==> src/sv/ppg_heart_rate_detector_assert.svh <==
// ----------------------------------------------------------------------------
// PPG heart-rate detector assertion macros
// Concurrent assertion wrappers shared by the detector RTL.
// ----------------------------------------------------------------------------
`ifndef PPG_HEART_RATE_DETECTOR_ASSERT_SVH
`define PPG_HEART_RATE_DETECTOR_ASSERT_SVH

`ifndef ASSERT_OFF
// check on every clock edge outside reset
`define HRD_ASSERT(name, clk, rst_n, prop) \
  name: assert property (@(posedge clk) disable iff (!rst_n) prop) \
    else $error("hrd assertion failed");
// check on every clock edge, reset included
`define HRD_ASSERT_NR(name, clk, prop) \
  name: assert property (@(posedge clk) prop) \
    else $error("hrd assertion failed");
`else
`define HRD_ASSERT(name, clk, rst_n, prop)
`define HRD_ASSERT_NR(name, clk, prop)
`endif

`endif

==> src/sv/hrd_pkg.sv <==
// ----------------------------------------------------------------------------
// Heart-rate detector package
// Types, register map, reset values and fixed-point constants.
// ----------------------------------------------------------------------------
package hrd_pkg;

  localparam int CFG_IDX_BITS  = 3;
  localparam int CFG_DATA_BITS = 18;
  localparam int CONTACT_BITS  = 18;
  localparam int REG_BITS      = 16;
  localparam int BPM_BITS      = 16;
  localparam int MOTION_BITS   = 16;

  localparam int          COEF_BITS  = 11;
  localparam int          COEF_SHIFT = 16;
  localparam int unsigned COEF_NEW   = 655;
  localparam int unsigned ROUND_HALF = 32768;

  localparam int DIV_N_BITS   = 24;
  localparam int DIV_D_BITS   = 16;
  localparam int DIV_CNT_BITS = $clog2(DIV_N_BITS);

  localparam logic [DIV_N_BITS-1:0] BPM_NUMER   = 24'd15360000;
  localparam int                    BLEND_BITS  = BPM_BITS + 3;
  localparam logic [BLEND_BITS-1:0] BLEND_RND   = 19'd2;
  localparam int                    RECIP_BITS  = 20;
  localparam int                    RECIP_SHIFT = 22;
  localparam logic [RECIP_BITS-1:0] BLEND_RECIP = 20'd838861;
  localparam logic [BPM_BITS-1:0]   BPM_MAX     = 16'hFFFF;

  localparam logic [CONTACT_BITS-1:0] RST_CONTACT  = 18'd3000;
  localparam logic [REG_BITS-1:0]     RST_PEAK     = 16'd50;
  localparam logic [REG_BITS-1:0]     RST_TROUGH   = 16'd15;
  localparam logic [REG_BITS-1:0]     RST_MIN_IVL  = 16'd375;
  localparam logic [REG_BITS-1:0]     RST_MAX_IVL  = 16'd1200;
  localparam logic [REG_BITS-1:0]     RST_MOTION   = 16'd14000;
  localparam logic [REG_BITS-1:0]     RST_JUMP     = 16'd8960;
  localparam logic [REG_BITS-1:0]     RST_INIT_BPM = 16'd19200;

  typedef enum logic [CFG_IDX_BITS-1:0] {
    CFG_CONTACT,
    CFG_PEAK,
    CFG_TROUGH,
    CFG_MIN_IVL,
    CFG_MAX_IVL,
    CFG_MOTION,
    CFG_JUMP,
    CFG_INIT_BPM
  } hrd_cfg_idx_e;

  typedef struct packed {
    logic [CONTACT_BITS-1:0] contact;
    logic [REG_BITS-1:0]     peak;
    logic [REG_BITS-1:0]     trough;
    logic [REG_BITS-1:0]     min_ivl;
    logic [REG_BITS-1:0]     max_ivl;
    logic [REG_BITS-1:0]     motion;
    logic [REG_BITS-1:0]     jump;
    logic [REG_BITS-1:0]     init_bpm;
  } hrd_cfg_t;

  typedef enum logic [2:0] {
    ST_IDLE,
    ST_MUL,
    ST_ACC,
    ST_EVAL,
    ST_RAW,
    ST_JUDGE,
    ST_BLEND,
    ST_OUT
  } hrd_state_e;

  typedef struct packed {
    logic                  start;
    logic [DIV_N_BITS-1:0] dividend;
    logic [DIV_D_BITS-1:0] divisor;
  } hrd_div_req_t;

  typedef struct packed {
    logic                  done;
    logic [DIV_N_BITS-1:0] quotient;
  } hrd_div_rsp_t;

endpackage

==> src/sv/hrd_if.sv <==
// ----------------------------------------------------------------------------
// Heart-rate detector stream interfaces
// Valid/ready channels for sample words in and result words out.
// ----------------------------------------------------------------------------
interface hrd_in_if #(
  parameter int SAMPLE_BITS = 18,
  parameter int TIME_BITS   = 32
);
  logic                   valid;
  logic                   ready;
  logic [SAMPLE_BITS-1:0] ir_sample;
  logic [TIME_BITS-1:0]   time_ms;
  logic [15:0]            motion_magnitude;

  modport source (output valid, ir_sample, time_ms, motion_magnitude, input ready);
  modport sink   (input valid, ir_sample, time_ms, motion_magnitude, output ready);
endinterface

interface hrd_out_if #(
  parameter int SAMPLE_BITS = 18
);
  logic                      valid;
  logic                      ready;
  logic [15:0]               bpm_estimate;
  logic signed [SAMPLE_BITS:0] ac_level;
  logic                      beat_seen;
  logic                      beat_accepted;
  logic                      no_contact;

  modport source (output valid, bpm_estimate, ac_level, beat_seen, beat_accepted,
                  no_contact, input ready);
  modport sink   (input valid, bpm_estimate, ac_level, beat_seen, beat_accepted,
                  no_contact, output ready);
endinterface

==> src/sv/hrd_cfg_regs.sv <==
// ----------------------------------------------------------------------------
// Heart-rate detector configuration registers
// Write-only register file holding thresholds, window and BPM settings.
// ----------------------------------------------------------------------------
module hrd_cfg_regs (
  input  logic                               clk_i,
  input  logic                               rst_ni,
  input  logic                               cfg_we_i,
  input  logic [hrd_pkg::CFG_IDX_BITS-1:0]   cfg_idx_i,
  input  logic [hrd_pkg::CFG_DATA_BITS-1:0]  cfg_data_i,
  output hrd_pkg::hrd_cfg_t                  cfg_o
);
  import hrd_pkg::*;

  hrd_cfg_t cfg_q;

  always_ff @(posedge clk_i or negedge rst_ni) begin
    if (!rst_ni) begin
      cfg_q.contact  <= RST_CONTACT;
      cfg_q.peak     <= RST_PEAK;
      cfg_q.trough   <= RST_TROUGH;
      cfg_q.min_ivl  <= RST_MIN_IVL;
      cfg_q.max_ivl  <= RST_MAX_IVL;
      cfg_q.motion   <= RST_MOTION;
      cfg_q.jump     <= RST_JUMP;
      cfg_q.init_bpm <= RST_INIT_BPM;
    end else if (cfg_we_i) begin
      unique case (hrd_cfg_idx_e'(cfg_idx_i))
        CFG_CONTACT:  cfg_q.contact  <= cfg_data_i[CONTACT_BITS-1:0];
        CFG_PEAK:     cfg_q.peak     <= cfg_data_i[REG_BITS-1:0];
        CFG_TROUGH:   cfg_q.trough   <= cfg_data_i[REG_BITS-1:0];
        CFG_MIN_IVL:  cfg_q.min_ivl  <= cfg_data_i[REG_BITS-1:0];
        CFG_MAX_IVL:  cfg_q.max_ivl  <= cfg_data_i[REG_BITS-1:0];
        CFG_MOTION:   cfg_q.motion   <= cfg_data_i[REG_BITS-1:0];
        CFG_JUMP:     cfg_q.jump     <= cfg_data_i[REG_BITS-1:0];
        CFG_INIT_BPM: cfg_q.init_bpm <= cfg_data_i[REG_BITS-1:0];
        default: ;
      endcase
    end
  end

  assign cfg_o = cfg_q;

endmodule

==> src/sv/hrd_div.sv <==
// ----------------------------------------------------------------------------
// Heart-rate detector serial divider
// Restoring divider, one quotient bit per cycle, used by the raw BPM step.
// ----------------------------------------------------------------------------
module hrd_div (
  input  logic                  clk_i,
  input  logic                  rst_ni,
  input  hrd_pkg::hrd_div_req_t req_i,
  output hrd_pkg::hrd_div_rsp_t rsp_o
);
  import hrd_pkg::*;

  localparam logic [DIV_CNT_BITS-1:0] CNT_LAST = DIV_CNT_BITS'(DIV_N_BITS - 1);

  logic [DIV_D_BITS:0]     rem_q;
  logic [DIV_N_BITS-1:0]   quo_q;
  logic [DIV_D_BITS-1:0]   dsr_q;
  logic [DIV_CNT_BITS-1:0] cnt_q;
  logic                    busy_q;
  logic                    done_q;

  logic [DIV_D_BITS:0] rem_sh;
  logic                fits;
  logic [DIV_D_BITS:0] rem_nxt;

  assign rem_sh  = {rem_q[DIV_D_BITS-1:0], quo_q[DIV_N_BITS-1]};
  assign fits    = rem_sh >= {1'b0, dsr_q};
  assign rem_nxt = fits ? rem_sh - {1'b0, dsr_q} : rem_sh;

  always_ff @(posedge clk_i or negedge rst_ni) begin
    if (!rst_ni) begin
      busy_q <= 1'b0;
      done_q <= 1'b0;
      cnt_q  <= '0;
    end else if (req_i.start) begin
      busy_q <= 1'b1;
      done_q <= 1'b0;
      cnt_q  <= '0;
    end else if (busy_q) begin
      cnt_q <= cnt_q + 1'b1;
      if (cnt_q == CNT_LAST) begin
        busy_q <= 1'b0;
        done_q <= 1'b1;
      end
    end else begin
      done_q <= 1'b0;
    end
  end

  always_ff @(posedge clk_i) begin
    if (req_i.start) begin
      rem_q <= '0;
      quo_q <= req_i.dividend;
      dsr_q <= req_i.divisor;
    end else if (busy_q) begin
      rem_q <= rem_nxt;
      quo_q <= {quo_q[DIV_N_BITS-2:0], fits};
    end
  end

  assign rsp_o.done     = done_q;
  assign rsp_o.quotient = quo_q;

  `include "ppg_heart_rate_detector_assert.svh"

  `HRD_ASSERT(a_start_when_free, clk_i, rst_ni, req_i.start |-> !busy_q)
  `HRD_ASSERT(a_done_single, clk_i, rst_ni, done_q |=> !done_q)
  `HRD_ASSERT(a_last_step_done, clk_i, rst_ni, busy_q && cnt_q == CNT_LAST && !req_i.start |=> done_q)

endmodule

==> src/sv/ppg_heart_rate_detector.sv <==
// ----------------------------------------------------------------------------
// PPG heart-rate detector
// DC removal, peak/trough beat detection and blended BPM estimate on
// infrared optical samples, under a small sequencer with a serial divider.
// ----------------------------------------------------------------------------
//  channel  dir  handshake          word
//  in_i     in   valid/ready        ir_sample, time_ms, motion_magnitude
//  out_o    out  valid/ready        bpm_estimate, ac_level, beat flags
//  cfg      in   cfg_we_i           cfg_idx_i, cfg_data_i
//
//  No-contact sample: IDLE, OUT; sample without a used beat: IDLE, MUL, ACC,
//  EVAL, OUT. A beat turned into a raw BPM waits in RAW for the 24-step serial
//  divider, then JUDGE, and BLEND if blended, a combinational multiply by 1/5.
//  One sample in flight; a finished word waits in the output register while
//  the next sample is taken. Async reset covers control, filter and beat state.
// ----------------------------------------------------------------------------
module ppg_heart_rate_detector #(
  parameter int SAMPLE_BITS = 18,
  parameter int TIME_BITS   = 32,
  parameter int FRAC_BITS   = 16
) (
  input  logic                              clk_i,
  input  logic                              rst_ni,
  hrd_in_if.sink                            in_i,
  hrd_out_if.source                         out_o,
  input  logic                              cfg_we_i,
  input  logic [hrd_pkg::CFG_IDX_BITS-1:0]  cfg_idx_i,
  input  logic [hrd_pkg::CFG_DATA_BITS-1:0] cfg_data_i
);
  import hrd_pkg::*;

  localparam int DW   = SAMPLE_BITS + FRAC_BITS;
  localparam int AW   = DW + 1;
  localparam int PW   = AW + COEF_BITS;
  localparam int CW   = ((SAMPLE_BITS + 1 > REG_BITS + 1) ? SAMPLE_BITS + 1 : REG_BITS + 1)
                        + FRAC_BITS;
  localparam int CMPW = (SAMPLE_BITS > CONTACT_BITS) ? SAMPLE_BITS : CONTACT_BITS;
  localparam int BPW  = BLEND_BITS + RECIP_BITS;

  hrd_cfg_t     cfg;
  hrd_div_req_t div_req;
  hrd_div_rsp_t div_rsp;
  hrd_state_e   state_q, state_d;

  logic [SAMPLE_BITS-1:0] ir_q;
  logic [TIME_BITS-1:0]   time_q;
  logic [MOTION_BITS-1:0] motion_q;
  logic [DW-1:0]          dc_q;
  logic signed [PW-1:0]   prod_q;
  logic signed [AW-1:0]   ac_q;
  logic signed [AW-1:0]   wave_peak_q;
  logic [BPM_BITS-1:0]    bpm_q;
  logic [BPM_BITS-1:0]    raw_q;
  logic [TIME_BITS-1:0]   last_q;
  logic                   have_last_q;

  logic                    res_seen_q, res_acc_q, res_nocon_q;
  logic signed [SAMPLE_BITS:0] res_ac_q;

  logic                    out_valid_q;
  logic [BPM_BITS-1:0]     out_bpm_q;
  logic signed [SAMPLE_BITS:0] out_ac_q;
  logic                    out_seen_q, out_acc_q, out_nocon_q;

  logic in_ready, in_fire, in_nocon, out_load;

  logic [DW-1:0]                   scaled;
  logic signed [AW-1:0]            dc_diff;
  logic signed [COEF_BITS-1:0]     coef;
  logic signed [PW-1:0]            prod_d;
  logic signed [PW-1:0]            prod_rnd;
  logic signed [PW-1:0]            dc_sum;
  logic [DW-1:0]                   dc_new;
  logic signed [AW-1:0]            ac_new;
  logic signed [AW-1:0]            ac_shr;

  logic signed [CW-1:0] ac_x, wp_x, peak_x, trough_x;
  logic                 above_peak, is_beat, qualify;
  logic [TIME_BITS-1:0] interval;
  logic [DIV_D_BITS-1:0] ivl;
  logic [DIV_N_BITS-1:0] raw_dividend;
  logic [BLEND_BITS-1:0] blend_sum;
  logic [BPW-1:0]        blend_prod;
  logic [BPM_BITS-1:0]   blend_quo;
  logic [BPM_BITS-1:0]   raw_sat, bpm_diff;
  logic                  accept_bpm;

  hrd_cfg_regs u_cfg (
    .clk_i     (clk_i),
    .rst_ni    (rst_ni),
    .cfg_we_i  (cfg_we_i),
    .cfg_idx_i (cfg_idx_i),
    .cfg_data_i(cfg_data_i),
    .cfg_o     (cfg)
  );

  hrd_div u_div (
    .clk_i (clk_i),
    .rst_ni(rst_ni),
    .req_i (div_req),
    .rsp_o (div_rsp)
  );

  // handshake
  assign in_fire  = in_i.valid && in_ready;
  assign in_nocon = CMPW'(in_i.ir_sample) <= CMPW'(cfg.contact);
  assign out_load = (state_q == ST_OUT) && (!out_valid_q || out_o.ready);

  // DC filter: dc' = dc + round((x - dc) * 0.01)
  assign scaled   = {ir_q, {FRAC_BITS{1'b0}}};
  assign dc_diff  = $signed({1'b0, scaled}) - $signed({1'b0, dc_q});
  assign coef     = COEF_BITS'(COEF_NEW);
  assign prod_d   = dc_diff * coef;
  assign prod_rnd = prod_q + $signed(PW'(ROUND_HALF));
  assign dc_sum   = $signed({{(PW-DW){1'b0}}, dc_q}) + (prod_rnd >>> COEF_SHIFT);
  assign dc_new   = dc_sum[DW-1:0];
  assign ac_new   = $signed({1'b0, scaled}) - $signed({1'b0, dc_new});
  assign ac_shr   = ac_new >>> FRAC_BITS;

  // peak and trough tests
  assign ac_x       = CW'(ac_q);
  assign wp_x       = CW'(wave_peak_q);
  assign peak_x     = $signed({{(CW-REG_BITS-FRAC_BITS){1'b0}}, cfg.peak, {FRAC_BITS{1'b0}}});
  assign trough_x   = -$signed({{(CW-REG_BITS-FRAC_BITS){1'b0}}, cfg.trough,
                                {FRAC_BITS{1'b0}}});
  assign above_peak = ac_x > peak_x;
  assign is_beat    = !above_peak && (ac_x < trough_x) && (wp_x > peak_x);

  assign interval = time_q - last_q;
  assign ivl      = interval[DIV_D_BITS-1:0];
  assign qualify  = have_last_q
                    && (interval > TIME_BITS'(cfg.min_ivl))
                    && (interval < TIME_BITS'(cfg.max_ivl))
                    && (motion_q < cfg.motion);

  assign raw_dividend = BPM_NUMER + DIV_N_BITS'(ivl >> 1);
  assign raw_sat      = (div_rsp.quotient[DIV_N_BITS-1:BPM_BITS] != '0) ? BPM_MAX
                        : div_rsp.quotient[BPM_BITS-1:0];
  assign bpm_diff     = (raw_q >= bpm_q) ? raw_q - bpm_q : bpm_q - raw_q;
  assign accept_bpm   = (bpm_diff < cfg.jump) || (bpm_q == cfg.init_bpm);
  assign blend_sum    = (BLEND_BITS'(bpm_q) << 1) + BLEND_BITS'(bpm_q)
                        + (BLEND_BITS'(raw_q) << 1) + BLEND_RND;

  // divide by five: multiply by the rounded-up reciprocal, drop the fraction
  assign blend_prod = BPW'(blend_sum) * BPW'(BLEND_RECIP);
  assign blend_quo  = blend_prod[RECIP_SHIFT +: BPM_BITS];

  // next state
  always_comb begin
    state_d = state_q;
    unique case (state_q)
      ST_IDLE:  if (in_fire) state_d = in_nocon ? ST_OUT : ST_MUL;
      ST_MUL:   state_d = ST_ACC;
      ST_ACC:   state_d = ST_EVAL;
      ST_EVAL:  state_d = (is_beat && qualify) ? ST_RAW : ST_OUT;
      ST_RAW:   if (div_rsp.done) state_d = ST_JUDGE;
      ST_JUDGE: state_d = accept_bpm ? ST_BLEND : ST_OUT;
      ST_BLEND: state_d = ST_OUT;
      ST_OUT:   if (out_load) state_d = ST_IDLE;
      default:  state_d = ST_IDLE;
    endcase
  end

  // sequencer outputs
  always_comb begin
    in_ready         = 1'b0;
    div_req.start    = 1'b0;
    div_req.dividend = raw_dividend;
    div_req.divisor  = ivl;
    unique case (state_q)
      ST_IDLE:  in_ready = 1'b1;
      ST_EVAL:  div_req.start = is_beat && qualify;
      default: ;
    endcase
  end

  always_ff @(posedge clk_i or negedge rst_ni) begin
    if (!rst_ni) begin
      state_q <= ST_IDLE;
    end else begin
      state_q <= state_d;
    end
  end

  // filter and beat state
  always_ff @(posedge clk_i or negedge rst_ni) begin
    if (!rst_ni) begin
      dc_q        <= '0;
      wave_peak_q <= '0;
      bpm_q       <= RST_INIT_BPM;
      last_q      <= '0;
      have_last_q <= 1'b0;
      res_seen_q  <= 1'b0;
      res_acc_q   <= 1'b0;
      res_nocon_q <= 1'b0;
    end else begin
      unique case (state_q)
        ST_IDLE: begin
          if (in_fire) begin
            res_seen_q  <= 1'b0;
            res_acc_q   <= 1'b0;
            res_nocon_q <= in_nocon;
          end
        end
        ST_ACC: dc_q <= dc_new;
        ST_EVAL: begin
          if (above_peak) begin
            if (ac_x > wp_x) wave_peak_q <= ac_q;
          end else if (is_beat) begin
            res_seen_q  <= 1'b1;
            last_q      <= time_q;
            have_last_q <= 1'b1;
            wave_peak_q <= '0;
          end
        end
        ST_BLEND: begin
          bpm_q     <= blend_quo;
          res_acc_q <= 1'b1;
        end
        default: ;
      endcase
    end
  end

  // sample and working registers
  always_ff @(posedge clk_i) begin
    unique case (state_q)
      ST_IDLE: begin
        if (in_fire) begin
          ir_q     <= in_i.ir_sample;
          time_q   <= in_i.time_ms;
          motion_q <= in_i.motion_magnitude;
          res_ac_q <= '0;
        end
      end
      ST_MUL: prod_q <= prod_d;
      ST_ACC: begin
        ac_q     <= ac_new;
        res_ac_q <= ac_shr[SAMPLE_BITS:0];
      end
      ST_RAW: if (div_rsp.done) raw_q <= raw_sat;
      default: ;
    endcase
  end

  // output register
  always_ff @(posedge clk_i or negedge rst_ni) begin
    if (!rst_ni) begin
      out_valid_q <= 1'b0;
    end else if (out_load) begin
      out_valid_q <= 1'b1;
    end else if (out_o.ready) begin
      out_valid_q <= 1'b0;
    end
  end

  always_ff @(posedge clk_i) begin
    if (out_load) begin
      out_bpm_q   <= bpm_q;
      out_ac_q    <= res_ac_q;
      out_seen_q  <= res_seen_q;
      out_acc_q   <= res_acc_q;
      out_nocon_q <= res_nocon_q;
    end
  end

  assign in_i.ready          = in_ready;
  assign out_o.valid         = out_valid_q;
  assign out_o.bpm_estimate  = out_bpm_q;
  assign out_o.ac_level      = out_ac_q;
  assign out_o.beat_seen     = out_seen_q;
  assign out_o.beat_accepted = out_acc_q;
  assign out_o.no_contact    = out_nocon_q;

  `include "ppg_heart_rate_detector_assert.svh"

  `HRD_ASSERT_NR(a_reset_idle, clk_i, !rst_ni |=> state_q == ST_IDLE && !out_valid_q)
  `HRD_ASSERT(a_fire_leaves_idle, clk_i, rst_ni, in_fire |=> state_q != ST_IDLE)
  `HRD_ASSERT(a_bpm_only_blend, clk_i, rst_ni, !$stable(bpm_q) |-> $past(state_q) == ST_BLEND)
  `HRD_ASSERT(a_acc_needs_seen, clk_i, rst_ni, out_valid_q && out_acc_q |-> out_seen_q)
  `HRD_ASSERT(a_nocon_quiet, clk_i, rst_ni, out_valid_q && out_nocon_q |-> !out_seen_q && out_ac_q == '0)

endmodule
==> src/flat_wrapper.sv <==
// flat-port wrapper written by rule: the top's interface ports become plain ports
module ppg_heart_rate_detector_flat import hrd_pkg::*;
#(
  parameter int SAMPLE_BITS = 18,
  parameter int TIME_BITS   = 32,
  parameter int FRAC_BITS   = 16
)
  (clk_i, rst_ni, cfg_we_i, cfg_idx_i, cfg_data_i, in_i_valid, in_i_ir_sample, in_i_time_ms, in_i_motion_magnitude, in_i_ready, out_o_valid, out_o_bpm_estimate, out_o_ac_level, out_o_beat_seen, out_o_beat_accepted, out_o_no_contact, out_o_ready);
  hrd_in_if #(.SAMPLE_BITS(SAMPLE_BITS), .TIME_BITS(TIME_BITS)) in_i_i ();
  hrd_out_if #(.SAMPLE_BITS(SAMPLE_BITS)) out_o_i ();
  input  logic clk_i;
  input  logic rst_ni;
  input  logic cfg_we_i;
  input  logic [hrd_pkg::CFG_IDX_BITS-1:0] cfg_idx_i;
  input  logic [hrd_pkg::CFG_DATA_BITS-1:0] cfg_data_i;
  input wire logic [$bits(in_i_i.valid)-1:0] in_i_valid;
  input wire logic [$bits(in_i_i.ir_sample)-1:0] in_i_ir_sample;
  input wire logic [$bits(in_i_i.time_ms)-1:0] in_i_time_ms;
  input wire logic [$bits(in_i_i.motion_magnitude)-1:0] in_i_motion_magnitude;
  output wire logic [$bits(in_i_i.ready)-1:0] in_i_ready;
  output wire logic [$bits(out_o_i.valid)-1:0] out_o_valid;
  output wire logic [$bits(out_o_i.bpm_estimate)-1:0] out_o_bpm_estimate;
  output wire logic [$bits(out_o_i.ac_level)-1:0] out_o_ac_level;
  output wire logic [$bits(out_o_i.beat_seen)-1:0] out_o_beat_seen;
  output wire logic [$bits(out_o_i.beat_accepted)-1:0] out_o_beat_accepted;
  output wire logic [$bits(out_o_i.no_contact)-1:0] out_o_no_contact;
  input wire logic [$bits(out_o_i.ready)-1:0] out_o_ready;
  assign in_i_i.valid = in_i_valid;
  assign in_i_i.ir_sample = in_i_ir_sample;
  assign in_i_i.time_ms = in_i_time_ms;
  assign in_i_i.motion_magnitude = in_i_motion_magnitude;
  assign in_i_ready = in_i_i.ready;
  assign out_o_valid = out_o_i.valid;
  assign out_o_bpm_estimate = out_o_i.bpm_estimate;
  assign out_o_ac_level = out_o_i.ac_level;
  assign out_o_beat_seen = out_o_i.beat_seen;
  assign out_o_beat_accepted = out_o_i.beat_accepted;
  assign out_o_no_contact = out_o_i.no_contact;
  assign out_o_i.ready = out_o_ready;
  ppg_heart_rate_detector #(.SAMPLE_BITS(SAMPLE_BITS), .TIME_BITS(TIME_BITS), .FRAC_BITS(FRAC_BITS)) u_core (.clk_i(clk_i), .rst_ni(rst_ni), .in_i(in_i_i), .out_o(out_o_i), .cfg_we_i(cfg_we_i), .cfg_idx_i(cfg_idx_i), .cfg_data_i(cfg_data_i));
endmodule
==> config.mk <==
export PLATFORM = sky130hd
export DESIGN_NAME = ppg_heart_rate_detector_flat
export DESIGN_NICKNAME = d
export VERILOG_FILES = /design/src/sv/hrd_pkg.sv /design/src/sv/hrd_if.sv /design/src/sv/hrd_cfg_regs.sv /design/src/sv/hrd_div.sv /design/src/sv/ppg_heart_rate_detector.sv /design/src/flat_wrapper.sv
export VERILOG_INCLUDE_DIRS = /design/src /design/src/sv
export SDC_FILE = /design/constraint.sdc
export NUM_CORES = 2
export LEC_CHECK = 0
export BUFFER_PORTS_ARGS = -buffer_cell sky130_fd_sc_hd__buf_2
export CAP_MARGIN = 20
export CORE_ASPECT_RATIO = 1.5
export CORE_MARGIN = 1.5
export CORE_UTILIZATION = 35
export CTS_CLUSTER_SIZE = 12
export DETAILED_ROUTE_END_ITERATION = 10
export PLACE_DENSITY = 0.59
export SLEW_MARGIN = 25
export SYNTH_ARGS = -nofsm -noshare
export SYNTH_HDL_FRONTEND = slang
export SYNTH_HIERARCHICAL = 1
export SYNTH_SLANG_ARGS = --single-unit
==> constraint.sdc <==
create_clock -name clk_i -period 10.55 [get_ports clk_i]
set_clock_uncertainty 0.2 [all_clocks]
set_input_delay 1.055 -clock clk_i [delete_from_list [all_inputs] [get_ports clk_i]]
set_output_delay 1.055 -clock clk_i [all_outputs]
set_load 0.1 [all_outputs]
==> impl_metrics.json <==
{
  "postRouteWirelength_um": 124000,
  "die_h_um": 440,
  "tightestPinTransition_ns": 1.11,
  "io_pins": 132,
  "fmax_mhz": 100,
  "design_area_mm2": 0.0492,
  "clk_latency_ns": 0.68,
  "syn_inst": 4284,
  "initial_utilization_pct": 35.2,
  "layout.nets": 5395,
  "multi_input_area_mm2": 0.0276,
  "drcViolationCount": 0,
  "cp.required_ns": 10.89,
  "die_area_mm2": 0.129,
  "end_kind": "flip-flop",
  "grt_pass1_wl_um": 190000,
  "synth_area_mm2": 0.0446,
  "ctsResizeCount": 0,
  "drive_gt1_share_pct": 12.9,
  "status": "finished clean",
  "grt_pass1_vias": 33200,
  "cts.sinks": 523,
  "crit_top_cell": "fa_1",
  "setup-tns-final_ns": 0,
  "place_congestion": 0.947,
  "slew_viol_final": 0,
  "register_area_mm2": 0.0143,
  "hold_path_class": "reg -> reg",
  "ys_seq_elements": 523,
  "arrival_ns": 10.31,
  "viasPerCell": 5.11,
  "clockRootBuffer": "clkbuf_16",
  "ant_nets": 0,
  "fin_crit_sh_pct": 94.6,
  "async_flop_share_pct": 50.1,
  "wl_met3_um": 4390,
  "critical_path.startpoint": "u_core/bpm_q[1]",
  "postCtsSetupRepairBufs": 0,
  "nFillCells": 12500,
  "met1Wirelength_um": 46300,
  "reg2reg_from": "u_core/bpm_q[1]",
  "synth_cell_types": 104,
  "r2r_cells": 32,
  "avgRoutedWirePerCell_um": 20.1,
  "dieWidth_um": 294,
  "wl_met2_um": 65700,
  "synth-edff-count": 245,
  "critPathMaxFanout": 7,
  "core_area_mm2": 0.127,
  "routed.top_layer": "met5",
  "grt_overflow": 0,
  "cts_tree": "yes",
  "rsz0062_at_grt": "no",
  "reg2reg_to": "u_core/bpm_q[15]",
  "dp_hpwl_um": 101000,
  "startpoint_type": "flip-flop",
  "hold_violations": 0,
  "worstSetupPathType": "reg -> reg",
  "final.min_clock_period_ns": 9.98,
  "syn_to_final_growth_pct": 10.5,
  "ys_warn_count": 6,
  "htreeDepth": 2,
  "endpoint": "u_core/bpm_q[15]",
  "path_clk_slew_ns": 0.06,
  "slowest_delay_ns": 0.63,
  "via_count": 31600,
  "drt-initial-drc-count": 1562,
  "drtPass1Iterations": 7,
  "track_usage_pct": 19.3,
  "rrSetupSlack_ns": 0.57,
  "setup_viol_count_final": 0,
  "postPlaceCellArea_mm2": 0.0473,
  "num_rows": 160,
  "avgSynthCellArea_um2": 10.4,
  "synth-main-ff-cell": "edfxtp_1",
  "portBuffers": 131,
  "drv_cap": 0,
  "hold_buffers": 0,
  "cts_buffer_depth": 3,
  "antenna_found_initial": 12,
  "cts_buffers": 57,
  "ys_seq_area_share_pct": 32.1,
  "cp_slowest_cell": "a211oi_1",
  "grt_max_degree": 100,
  "relSlewSlack_pct": 25.6
}
## cells by family (layout without fill, tap and decap cells)
kind of cell    after synthesis  in the layout  share of synthesized area (%)
fa+ha+maj                   872            872                           28.7
compound gates              853            853                           12.7
simple gates                839            839                           9.71
buf+inv                     718            907                           6.23
flops                       523            523                           32.1
xor+xnor                    268            268                           5.29
mux                         209            209                           5.32
other cells                   2             16                         0.0169
## sequential cells by signal, summed over array words and instances (netlist names), 24 cells and up
name / cells
u_core/last_q: 32
u_core/wave_peak_q: 35
u_core/prod_q: 31
u_core/time_q: 32
u_core/u_cfg/cfg_o: 130
u_core/ac_q: 35
u_core/dc_q: 34
u_core/u_div/quo_q: 24
## routing by layer
layer  track usage (%)  up-vias
met2              36.4      591
met1              20.3    15400
met5                 0        -
met4              11.1       14
li1                  -    15300
met3              2.52      280
## cell type report
| class | count | share of cell area [%] |
|---|---|---|
| Antenna cell | 7 | 0.0356 |
| Clock buffer | 86 | 3.37 |
| Clock inverter | 22 | 0.455 |
| Inverter | 632 | 4.82 |
| Multi-Input combinational cell | 3050 | 56.1 |
| Sequential cell | 523 | 29.0 |
| Tap cell | 1701 | 4.32 |
| Timing Repair Buffer | 167 | 1.92 |
## through the flow
step	instances	util [%]	hold WS (ns)	worst slack, ns
floorplan	4291	-	0.200	1.96
global placement	6070	37.4	0.201	0.664
detailed placement	6072	37.4	0.205	0.600
CTS	6180	38.9	0.218	0.550
global route	6183	38.9	0.223	0.110
finish	6188	38.9	0.221	0.572
## synth_stat cells (31+ instances only)
cell type	number	area (um2)
inv_1	632	2370
nand2_1	230	863
a21oi_1	239	1200
mux2_2	182	2050
nor2b_1	35	219
nand3_1	56	280
a22o_1	36	315
o21ai_0	177	886
and3_1	37	231
edfxtp_1	245	7360
dfrtp_1	219	5480
nor2_1	173	649
nand4_1	46	288
a21o_1	115	863
and2_1	31	194
fa_1	250	5000
ha_1	622	7780
nand2b_1	37	231
dfstp_2	43	1130
o21a_1	31	233
nor3_1	47	235
clkbuf_1	58	218
xor2_1	116	1020
xnor2_1	151	1320
a211oi_1	38	285
nor4_1	34	213
## worst min-delay path by stage
stage                             start                         to  slack, ns  depth (start not counted)
floorplan            u_core/res_ac_q[0]   u_core/out_o.ac_level[0]       0.20                          0
global placement     u_core/res_ac_q[4]   u_core/out_o.ac_level[4]       0.20                          0
detailed placement  u_core/res_ac_q[18]  u_core/out_o.ac_level[18]       0.20                          0
CTS                  u_core/res_ac_q[4]   u_core/out_o.ac_level[4]       0.22                          0
global route         u_core/res_ac_q[8]   u_core/out_o.ac_level[8]       0.22                          0
finish              u_core/res_ac_q[18]  u_core/out_o.ac_level[18]       0.22                          0
## layout by cell type (no fill, tap or decap), types with 115 or more instances in the layout
master	Yosys	routed
fa_1	250	250
buf_2	16	130
nor2_1	173	171
ha_1	622	622
dfrtp_1	219	219
mux2_2	182	182
nand2_1	230	230
inv_1	632	631
xor2_1	116	116
a21o_1	115	115
edfxtp_1	245	245
a21oi_1	239	239
xnor2_1	151	150
o21ai_0	177	177
## critical path, delay by kind of cell, from the launching register on
kind | cells | cell delay [ns]
AO/OA/AOI/OAI | 12 | 3.56
adder cells (fa/ha/maj) | 9 | 4.05
AND/OR/NAND/NOR | 3 | 0.46
XOR/XNOR | 3 | 0.59
flip-flops | 1 | 0.50
multiplexers | 1 | 0.26
buffers and inverters | 4 | 0.20
Power is left out: the tool's default activity adds up to more than one toggle a clock period on the data nets, which glitch-free logic cannot reach.
